===== config.mk =====
export PLATFORM = sky130hd
export DESIGN_NAME = thermal_protection_supervisor_unit
export DESIGN_NICKNAME = d
export VERILOG_FILES = /design/src/rtl/thp_pkg.sv /design/src/rtl/thp_cfg_regs.sv /design/src/rtl/thp_debounce.sv /design/src/rtl/thp_tick_ctrl.sv /design/src/rtl/thermal_protection_supervisor_unit.sv
export SDC_FILE = /design/constraint.sdc
export NUM_CORES = 1
export LEC_CHECK = 0
export ABC_CLOCK_PERIOD_IN_PS = 4390
export BUFFER_PORTS_ARGS = -buffer_cell sky130_fd_sc_hd__buf_2
export CORE_MARGIN = 4
export CORE_UTILIZATION = 54
export CTS_CLUSTER_SIZE = 16
export DETAILED_ROUTE_END_ITERATION = 6
export PLACE_DENSITY = 0.8
export SYNTH_ARGS = -nofsm -noshare
export SYNTH_HDL_FRONTEND = slang
export SYNTH_SLANG_ARGS = --single-unit

===== constraint.sdc =====
create_clock -name clk -period 4.39 [get_ports clk]
set_input_delay 0.6585 -clock clk [delete_from_list [all_inputs] [get_ports clk]]
set_output_delay 0.6585 -clock clk [all_outputs]
set_load 0.1 [all_outputs]

===== src/rtl/thp_pkg.sv =====
package thp_pkg;

	localparam int TEMP_W = 12;
	localparam int CNT_W  = 8;
	localparam int TICK_W = 16;
	localparam int REG_W  = 32;
	localparam int ADDR_W = 5;
	localparam int RIDX_W = 3;

	typedef enum logic [1:0] {
		OP_MOTOR_ADC = 2'd0,
		OP_IPM_ADC   = 2'd1,
		OP_TICK      = 2'd2,
		OP_CLEAR     = 2'd3
	} op_t;

	// register indexes, byte address = 4 * index
	localparam logic [RIDX_W-1:0] REG_WIN_LO       = 3'd0;
	localparam logic [RIDX_W-1:0] REG_WIN_HI       = 3'd1;
	localparam logic [RIDX_W-1:0] REG_STABLE_CNT   = 3'd2;
	localparam logic [RIDX_W-1:0] REG_IPM_TRIP     = 3'd3;
	localparam logic [RIDX_W-1:0] REG_IPM_RECOVER  = 3'd4;
	localparam logic [RIDX_W-1:0] REG_MOTOR_TRIP   = 3'd5;
	localparam logic [RIDX_W-1:0] REG_MOTOR_RECOVER = 3'd6;
	localparam logic [RIDX_W-1:0] REG_MOTOR_DELAY  = 3'd7;

	// reset values
	localparam int ADC_WIN_MARGIN = 50;
	localparam logic [CNT_W-1:0]         STABLE_CNT_RST    = 8'd5;
	localparam logic signed [TEMP_W-1:0] IPM_TRIP_RST      = 12'sd1050;
	localparam logic signed [TEMP_W-1:0] IPM_RECOVER_RST   = 12'sd900;
	localparam logic signed [TEMP_W-1:0] MOTOR_TRIP_RST    = 12'sd1200;
	localparam logic signed [TEMP_W-1:0] MOTOR_RECOVER_RST = 12'sd1000;
	localparam logic [TICK_W-1:0]        MOTOR_DELAY_RST   = 16'd100;

	typedef struct packed {
		logic [CNT_W-1:0]         stable_cnt;
		logic signed [TEMP_W-1:0] ipm_trip;
		logic signed [TEMP_W-1:0] ipm_recover;
		logic signed [TEMP_W-1:0] motor_trip;
		logic signed [TEMP_W-1:0] motor_recover;
		logic [TICK_W-1:0]        motor_delay;
	} prot_cfg_t;

	typedef struct packed {
		logic stop;
		logic latched;
		logic can_recover;
	} prot_status_t;

endpackage


===== src/rtl/thp_cfg_regs.sv =====
module thp_cfg_regs
	import thp_pkg::*;
#(
	parameter int ADC_BITS = 12
) (
	input  logic                clk,
	input  logic                arst_n,
	input  logic                psel,
	input  logic                penable,
	input  logic                pwrite,
	input  logic [ADDR_W-1:0]   paddr,
	input  logic [REG_W-1:0]    pwdata,
	output logic [REG_W-1:0]    prdata,
	output logic                pready,
	output logic [ADC_BITS-1:0] win_lo,
	output logic [ADC_BITS-1:0] win_hi,
	output prot_cfg_t           cfg
);

	localparam logic [ADC_BITS-1:0] WIN_LO_RST = ADC_BITS'(ADC_WIN_MARGIN);
	localparam logic [ADC_BITS-1:0] WIN_HI_RST =
		ADC_BITS'((2 ** ADC_BITS) - 1 - ADC_WIN_MARGIN);

	logic [ADC_BITS-1:0] win_lo_q, win_hi_q;
	prot_cfg_t           cfg_q;
	logic                wr_en;
	logic [RIDX_W-1:0]   ridx;

	assign pready = 1'b1;
	assign wr_en  = psel && penable && pwrite && pready;
	assign ridx   = paddr[ADDR_W-1:2];

	always_ff @(posedge clk or negedge arst_n) begin
		if (!arst_n) begin
			win_lo_q              <= WIN_LO_RST;
			win_hi_q              <= WIN_HI_RST;
			cfg_q.stable_cnt      <= STABLE_CNT_RST;
			cfg_q.ipm_trip        <= IPM_TRIP_RST;
			cfg_q.ipm_recover     <= IPM_RECOVER_RST;
			cfg_q.motor_trip      <= MOTOR_TRIP_RST;
			cfg_q.motor_recover   <= MOTOR_RECOVER_RST;
			cfg_q.motor_delay     <= MOTOR_DELAY_RST;
		end else if (wr_en) begin
			case (ridx)
				REG_WIN_LO:        win_lo_q            <= pwdata[ADC_BITS-1:0];
				REG_WIN_HI:        win_hi_q            <= pwdata[ADC_BITS-1:0];
				REG_STABLE_CNT:    cfg_q.stable_cnt    <= pwdata[CNT_W-1:0];
				REG_IPM_TRIP:      cfg_q.ipm_trip      <= pwdata[TEMP_W-1:0];
				REG_IPM_RECOVER:   cfg_q.ipm_recover   <= pwdata[TEMP_W-1:0];
				REG_MOTOR_TRIP:    cfg_q.motor_trip    <= pwdata[TEMP_W-1:0];
				REG_MOTOR_RECOVER: cfg_q.motor_recover <= pwdata[TEMP_W-1:0];
				REG_MOTOR_DELAY:   cfg_q.motor_delay   <= pwdata[TICK_W-1:0];
				default: ;
			endcase
		end
	end

	// signed levels read back sign-extended
	always_comb begin
		case (ridx)
			REG_WIN_LO:        prdata = REG_W'(win_lo_q);
			REG_WIN_HI:        prdata = REG_W'(win_hi_q);
			REG_STABLE_CNT:    prdata = REG_W'(cfg_q.stable_cnt);
			REG_IPM_TRIP:      prdata = REG_W'(cfg_q.ipm_trip);
			REG_IPM_RECOVER:   prdata = REG_W'(cfg_q.ipm_recover);
			REG_MOTOR_TRIP:    prdata = REG_W'(cfg_q.motor_trip);
			REG_MOTOR_RECOVER: prdata = REG_W'(cfg_q.motor_recover);
			REG_MOTOR_DELAY:   prdata = REG_W'(cfg_q.motor_delay);
			default:           prdata = '0;
		endcase
	end

	assign win_lo = win_lo_q;
	assign win_hi = win_hi_q;
	assign cfg    = cfg_q;

endmodule


===== src/rtl/thp_debounce.sv =====
module thp_debounce
	import thp_pkg::*;
(
	input  logic             clk,
	input  logic             arst_n,
	input  logic             en,
	input  logic             good,
	input  logic [CNT_W-1:0] stable_cnt,
	output logic             ok
);

	logic             valid_q, valid_nxt;
	logic [CNT_W-1:0] cnt_q, cnt_nxt, cnt_inc;

	assign cnt_inc = (cnt_q < stable_cnt) ? cnt_q + CNT_W'(1) : cnt_q;

	always_comb begin
		valid_nxt = valid_q;
		cnt_nxt   = '0;
		if (good != valid_q) begin
			if (cnt_inc >= stable_cnt) begin
				valid_nxt = good;
			end else begin
				cnt_nxt = cnt_inc;
			end
		end
	end

	always_ff @(posedge clk or negedge arst_n) begin
		if (!arst_n) begin
			valid_q <= 1'b1;
			cnt_q   <= '0;
		end else if (en) begin
			valid_q <= valid_nxt;
			cnt_q   <= cnt_nxt;
		end
	end

	// flag as it stands after this sample
	assign ok = en ? valid_nxt : valid_q;

endmodule


===== src/rtl/thp_tick_ctrl.sv =====
module thp_tick_ctrl
	import thp_pkg::*;
(
	input  logic                     clk,
	input  logic                     arst_n,
	input  logic                     en,
	input  op_t                      op,
	input  logic signed [TEMP_W-1:0] motor_temp,
	input  logic signed [TEMP_W-1:0] module_temp,
	input  logic                     sensors_ok,
	input  prot_cfg_t                cfg,
	output prot_status_t             status
);

	logic [TICK_W-1:0]        ticks_q, ticks_nxt, ticks_inc;
	logic                     latched_q, latched_nxt;
	logic signed [TEMP_W-1:0] mt_q, mt_nxt, it_q, it_nxt;
	logic                     stop;

	assign ticks_inc = (ticks_q != '1) ? ticks_q + TICK_W'(1) : ticks_q;

	always_comb begin
		ticks_nxt   = ticks_q;
		latched_nxt = latched_q;
		mt_nxt      = mt_q;
		it_nxt      = it_q;
		stop        = 1'b0;
		case (op)
			OP_TICK: begin
				mt_nxt = motor_temp;
				it_nxt = module_temp;
				// sensor fault first, then module trip, then motor delay
				if (!sensors_ok) begin
					stop = 1'b1;
				end else if (module_temp >= cfg.ipm_trip) begin
					stop = 1'b1;
				end else if (motor_temp >= cfg.motor_trip) begin
					ticks_nxt = ticks_inc;
					stop      = (ticks_inc >= cfg.motor_delay);
				end else begin
					ticks_nxt = '0;
				end
				if (stop) begin
					latched_nxt = 1'b1;
				end
			end
			OP_CLEAR: begin
				ticks_nxt   = '0;
				latched_nxt = 1'b0;
			end
			default: ;
		endcase
	end

	always_ff @(posedge clk or negedge arst_n) begin
		if (!arst_n) begin
			ticks_q   <= '0;
			latched_q <= 1'b0;
			mt_q      <= '0;
			it_q      <= '0;
		end else if (en) begin
			ticks_q   <= ticks_nxt;
			latched_q <= latched_nxt;
			mt_q      <= mt_nxt;
			it_q      <= it_nxt;
		end
	end

	assign status.stop        = stop;
	assign status.latched     = latched_nxt;
	assign status.can_recover = sensors_ok && (it_nxt <= cfg.ipm_recover) &&
	                            (mt_nxt <= cfg.motor_recover);

endmodule


===== src/rtl/thermal_protection_supervisor_unit.sv =====
// Channel   Dir  Transaction contents
// s_axis    in   tuser: op; tdata: adc_sample, motor_temp, module_temp
// m_axis    out  tdata: window, stop, latched, recover, motor ok, ipm ok
// apb       cfg  eight 32-bit registers at byte offsets 0x00..0x1C
//
// One event per cycle sustained while m_tready stays high; an accepted event
// passes through the input register, then decision logic into the result register.
// Sensor flags, tick count and latch update when an event moves into the
// result register, so back-to-back events see each other's effects.
// Reset loads the register defaults, marks both sensors valid and drops the
// latch; no clearing pass. m_tready low holds the result and stalls the
// input register; s_tready drops only when both stages are full.
module thermal_protection_supervisor_unit
	import thp_pkg::*;
#(
	parameter int ADC_BITS = 12
) (
	input  logic                clk,
	input  logic                arst_n,
	// slave stream
	input  logic                s_tvalid,
	output logic                s_tready,
	input  logic [1:0]          s_tuser,  // [1:0] op
	// adc_sample, motor_temp, module_temp, zero pad
	input  logic [((ADC_BITS + 2 * TEMP_W + 7) / 8) * 8 - 1:0] s_tdata,
	// master stream
	output logic                m_tvalid,
	input  logic                m_tready,
	output logic [7:0]          m_tdata,  // sample_in_window, trip_event,
	                                      // emergency_latched, can_recover,
	                                      // motor_sensor_ok, ipm_sensor_ok, zero pad
	// config
	input  logic                psel,
	input  logic                penable,
	input  logic                pwrite,
	input  logic [ADDR_W-1:0]   paddr,
	input  logic [REG_W-1:0]    pwdata,
	output logic [REG_W-1:0]    prdata,
	output logic                pready
);

	logic [ADC_BITS-1:0] win_lo, win_hi;
	prot_cfg_t           cfg;

	thp_cfg_regs #(
		.ADC_BITS (ADC_BITS)
	) u_cfg (
		.clk     (clk),
		.arst_n  (arst_n),
		.psel    (psel),
		.penable (penable),
		.pwrite  (pwrite),
		.paddr   (paddr),
		.pwdata  (pwdata),
		.prdata  (prdata),
		.pready  (pready),
		.win_lo  (win_lo),
		.win_hi  (win_hi),
		.cfg     (cfg)
	);

	// input register
	logic                     vld_s1;
	op_t                      op_s1;
	logic [ADC_BITS-1:0]      adc_s1;
	logic signed [TEMP_W-1:0] mt_s1, it_s1;
	logic                     take, adv;

	// result register
	logic       res_vld_q;
	logic [7:0] res_q;

	assign adv      = vld_s1 && (!res_vld_q || m_tready);
	assign s_tready = !vld_s1 || adv;
	assign take     = s_tvalid && s_tready;

	always_ff @(posedge clk or negedge arst_n) begin
		if (!arst_n) begin
			vld_s1 <= 1'b0;
		end else if (take) begin
			vld_s1 <= 1'b1;
		end else if (adv) begin
			vld_s1 <= 1'b0;
		end
	end

	always_ff @(posedge clk) begin
		if (take) begin
			op_s1  <= op_t'(s_tuser);
			adc_s1 <= s_tdata[ADC_BITS-1:0];
			mt_s1  <= s_tdata[ADC_BITS +: TEMP_W];
			it_s1  <= s_tdata[ADC_BITS+TEMP_W +: TEMP_W];
		end
	end

	// decision logic
	logic         is_adc, in_win, motor_ok, ipm_ok;
	prot_status_t status;

	assign is_adc = (op_s1 == OP_MOTOR_ADC) || (op_s1 == OP_IPM_ADC);
	assign in_win = (adc_s1 >= win_lo) && (adc_s1 <= win_hi);

	thp_debounce u_motor_db (
		.clk        (clk),
		.arst_n     (arst_n),
		.en         (adv && (op_s1 == OP_MOTOR_ADC)),
		.good       (in_win),
		.stable_cnt (cfg.stable_cnt),
		.ok         (motor_ok)
	);

	thp_debounce u_ipm_db (
		.clk        (clk),
		.arst_n     (arst_n),
		.en         (adv && (op_s1 == OP_IPM_ADC)),
		.good       (in_win),
		.stable_cnt (cfg.stable_cnt),
		.ok         (ipm_ok)
	);

	thp_tick_ctrl u_tick (
		.clk         (clk),
		.arst_n      (arst_n),
		.en          (adv),
		.op          (op_s1),
		.motor_temp  (mt_s1),
		.module_temp (it_s1),
		.sensors_ok  (motor_ok && ipm_ok),
		.cfg         (cfg),
		.status      (status)
	);

	always_ff @(posedge clk or negedge arst_n) begin
		if (!arst_n) begin
			res_vld_q <= 1'b0;
		end else if (adv) begin
			res_vld_q <= 1'b1;
		end else if (m_tready) begin
			res_vld_q <= 1'b0;
		end
	end

	always_ff @(posedge clk) begin
		if (adv) begin
			res_q <= {2'b00, ipm_ok, motor_ok, status.can_recover,
			          status.latched, status.stop, is_adc && in_win};
		end
	end

	assign m_tvalid = res_vld_q;
	assign m_tdata  = res_q;

	// checks
	a_stop_latches: assert property (@(posedge clk) disable iff (!arst_n)
		res_vld_q && res_q[1] |-> res_q[2])
		else $error("stop without latch");

	a_recover_needs_sensors: assert property (@(posedge clk) disable iff (!arst_n)
		res_vld_q && res_q[3] |-> res_q[4] && res_q[5])
		else $error("recover with invalid sensor");

	a_clear_drops_latch: assert property (@(posedge clk) disable iff (!arst_n)
		adv && (op_s1 == OP_CLEAR) |=> res_vld_q && !res_q[2] && !res_q[1])
		else $error("clear left latch set");

	a_window_only_adc: assert property (@(posedge clk) disable iff (!arst_n)
		adv && !is_adc |=> !res_q[0])
		else $error("window flag on non-sample event");

	a_held_result: assert property (@(posedge clk) disable iff (!arst_n)
		res_vld_q && !m_tready |=> res_vld_q && $stable(res_q))
		else $error("stalled result changed");

endmodule

==> flow_summary.toml <==
[global_route]
grt_first_pass_wirelength_um = 50000
grt_max_degree = 98
groute.usage.overall_pct = 25.1
grt_pass1_vias = 9600
globalRoute.totalOverflow = 0
antenna_found_initial = 0

[place]
hpwl_um = 23400
gp_congestion = 0.914
place_ws_ps = 61.7
dp_cells = 1633
portBuffers = 103

[yosys]
synth-seq-cells = 201
ys_seq_area_share_pct = 43.5
synth.distinct_cells = 71
synth_cells = 1286
ys_warn_count = 0
netlist_area_um2 = 12200
async_flop_share_pct = 78.1
avgSynthCellArea_um2 = 9.46
synth_ff_type = "dfrtp_1"
synth_edf_count = 44

[timing]
timing.slew.headroom_pct = 35.0
whs_ps = 214
tns_ps = 0
period_share_pct = 96.4
setup_viol = 0
layout_min_cycle_time_ps = 4230
final-hold-violation-count = 0
worst_slack_ps = 158
rsz0062_at_grt = "true"
clock_skew_ps = 17.1
finalMaxSlewViolations = 0
fmax_mhz = 236
tightest_slew_ps = 975

[cells_and_area]
drive_gt1_share_pct = 20.8
num_antenna_cells = 0
instances_no_fill = 1680
syn_to_final_growth_pct = 14.4
final_nets = 1589
utilization_pct = 63.4

[die]
core_um2 = 22000
initial_core_util_pct = 55.4
chipWidth_um = 158
ios = 129
die_h_um = 158
die-area_um2 = 25000
num_rows = 54

[flow_run]
cap_violations = 0

[power]
ir_worst_vdd_mv = 0.363
p_int_mw = 4.36
p_clk_share_pct = 30.8
power_density_nw_per_um2 = 488
p_sw_mw = 2.43
netSwitchingFraction_pct = 35.8
power_frac_comb_pct = 31.5
leakagePower_nw = 6.69
pwr-share-seq_pct = 37.7

[route]
viasPerCell = 5.89
wirelength_um = 31300
drtPass1Iterations = 6
antenna_left = 0
wl_per_cell_um = 18.7
drc_errors = 0
vias = 9903
drt_iter0_markers = 906

[status]
status = "finished clean"

[critical_path]
critPathLaunchType = "flop"
arrival_ps = 4640
cp_data_required_time_ps = 4800
worst_setup_path_end_kind = "flop"
cp_max_fo = 13
critPathKind = "flop to flop"

[cts]
insertion_delay_ps = 530
clock_path_buffers = 3
htree_levels = 1
tritoncts = "yes"
cts-root-buf = "clkbuf_16"
numCtsBuffers = 24
clkTransAtPathRegs_ps = 60
clock_sinks = 201

[min_path]
hp-class = "input port to async pin"
sequential cells by signal, indices dropped and copies added, names as in the netlist, 2 cells and up:
register / cells
u_tick.it_q: 12
mt_s1: 12
it_s1: 12
u_ipm_db.cnt_q: 8
adc_s1: 12
u_cfg.win_lo: 12
m_tdata: 6
u_motor_db.cnt_q: 8
op_s1: 2
u_cfg.cfg: 72
u_tick.mt_q: 12
u_tick.ticks_q: 16
u_cfg.win_hi: 12
cells in the mapped netlist (17+ instances only):
cell type | n | area share [%]
nand2_1 | 215 | 6.6
o21ai_0 | 124 | 5.1
a21o_1 | 17 | 1.0
nor2_1 | 64 | 2.0
edfxtp_1 | 44 | 11
inv_1 | 108 | 3.3
nand3_1 | 27 | 1.1
dfstp_2 | 37 | 8.0
buf_4 | 19 | 1.2
clkbuf_1 | 43 | 1.3
nor3_1 | 24 | 0.99
a21oi_1 | 43 | 1.8
mux2_2 | 42 | 3.9
ha_1 | 121 | 12
dfrtp_1 | 120 | 25
final timing paths:
path / start / to / slack, ps / depth (start not counted)
hold reg to reg: u_tick.mt_q[7] / u_tick.mt_q[7] / 470 / 2
setup reg to reg: u_cfg.cfg[66] / u_tick.ticks_q[13] / 160 / 19
min in group clk: s_tdata[14] / mt_s1[2] / 300 / 1
hold / removal: arst_n / u_tick.mt_q[8] / 210 / 1
setup / recovery: u_cfg.cfg[66] / u_tick.ticks_q[13] / 160 / 19
max in group asynchronous: arst_n / u_cfg.cfg[5] / 3250 / 2
logic make-up after synthesis:
group	synth area share, %
simple gates	15.2
compound gates	15.0
flops	43.5
buf+inv	6.33
fa+ha+maj	12.4
mux	5.68
xor+xnor	1.79
other cells	0.0617
critical path, stage by stage (launching register included):
cell	delay, ps
dfstp_2	520
inv_1	50
ha_1	210
a2111o_1	370
a31oi_2	210
o21ai_2	120
nor2_1	210
nand3_2	140
xnor2_1	160
ha_1	300
a211oi_2	240
nor2_1	70
a211o_1	290
and2_1	200
o211ai_1	250
o31a_1	160
buf_4	150
buf_4	200
nor4_1	70
o22a_1	180
layer usage:
metal	GRT usage [%]	share of wire, %
met1	34.5	42
met5	0	0
met3	4.54	8.1
met4	9.26	4.0
met2	40.2	46
per-stage QoR:
stage,area (um^2),power [mW]
finish,13900,6.79
global route,13900,7.18
CTS,13800,6.79
detailed placement,13000,4.68
global placement,13000,4.59
floorplan,12200,4.10
power by group through the flow:
stage	sequential (mW)	combinational [mW]	clock (mW)
final	2.56	2.14	2.09
after global placement	2.56	2.03	0
after global routing	2.59	2.38	2.21
after CTS	2.55	2.12	2.12
after floorplan	2.55	1.55	0
after detailed placement	2.58	2.10	0
cells in the final DEF, fill, tap and decap left out, types with 5 or more instances in the layout:
master,instances
mux2i_1,15
a31oi_1,5
a21oi_1,43
o31ai_1,12
o22ai_1,5
inv_1,108
nor3_1,18
a221oi_1,9
o21a_1,8
o21ai_0,122
or3_1,5
a211oi_1,11
xor2_1,9
clkbuf_1,6
a22oi_1,6
buf_2,102
ha_1,121
a22o_1,15
nor2b_1,11
xnor2_1,14
and3_1,5
clkbuf_8,8
nor3_2,9
nand3_1,26
buf_4,37
dfstp_2,37
dfrtp_1,120
o211ai_1,5
a21o_1,17
nor2_1,63
nand4_1,15
clkbuf_16,25
nand2b_1,15
edfxtp_1,44
mux2_2,42
nand2_1,215
final cells by class:
class / count / area, um^2
Sequential cell: 201 / 5300
Clock buffer: 39 / 758
Multi-Input combinational cell: 906 / 6190
Clock inverter: 5 / 100
Inverter: 108 / 405
Fill cell: 1699 / 8040
Tap cell: 280 / 350
Timing Repair Buffer: 141 / 820
what timing repair did:
action | 4_1_cts | 5_1_grt
cloned | 0 | 0
endpoints found under the setup margin | 1 | 26
pin swaps | 0 | 2
resized for setup | 1 | 10
buffers inserted | 0 | 3
hold buffers | 0 | 0
Power figures use the tool's default switching activity.
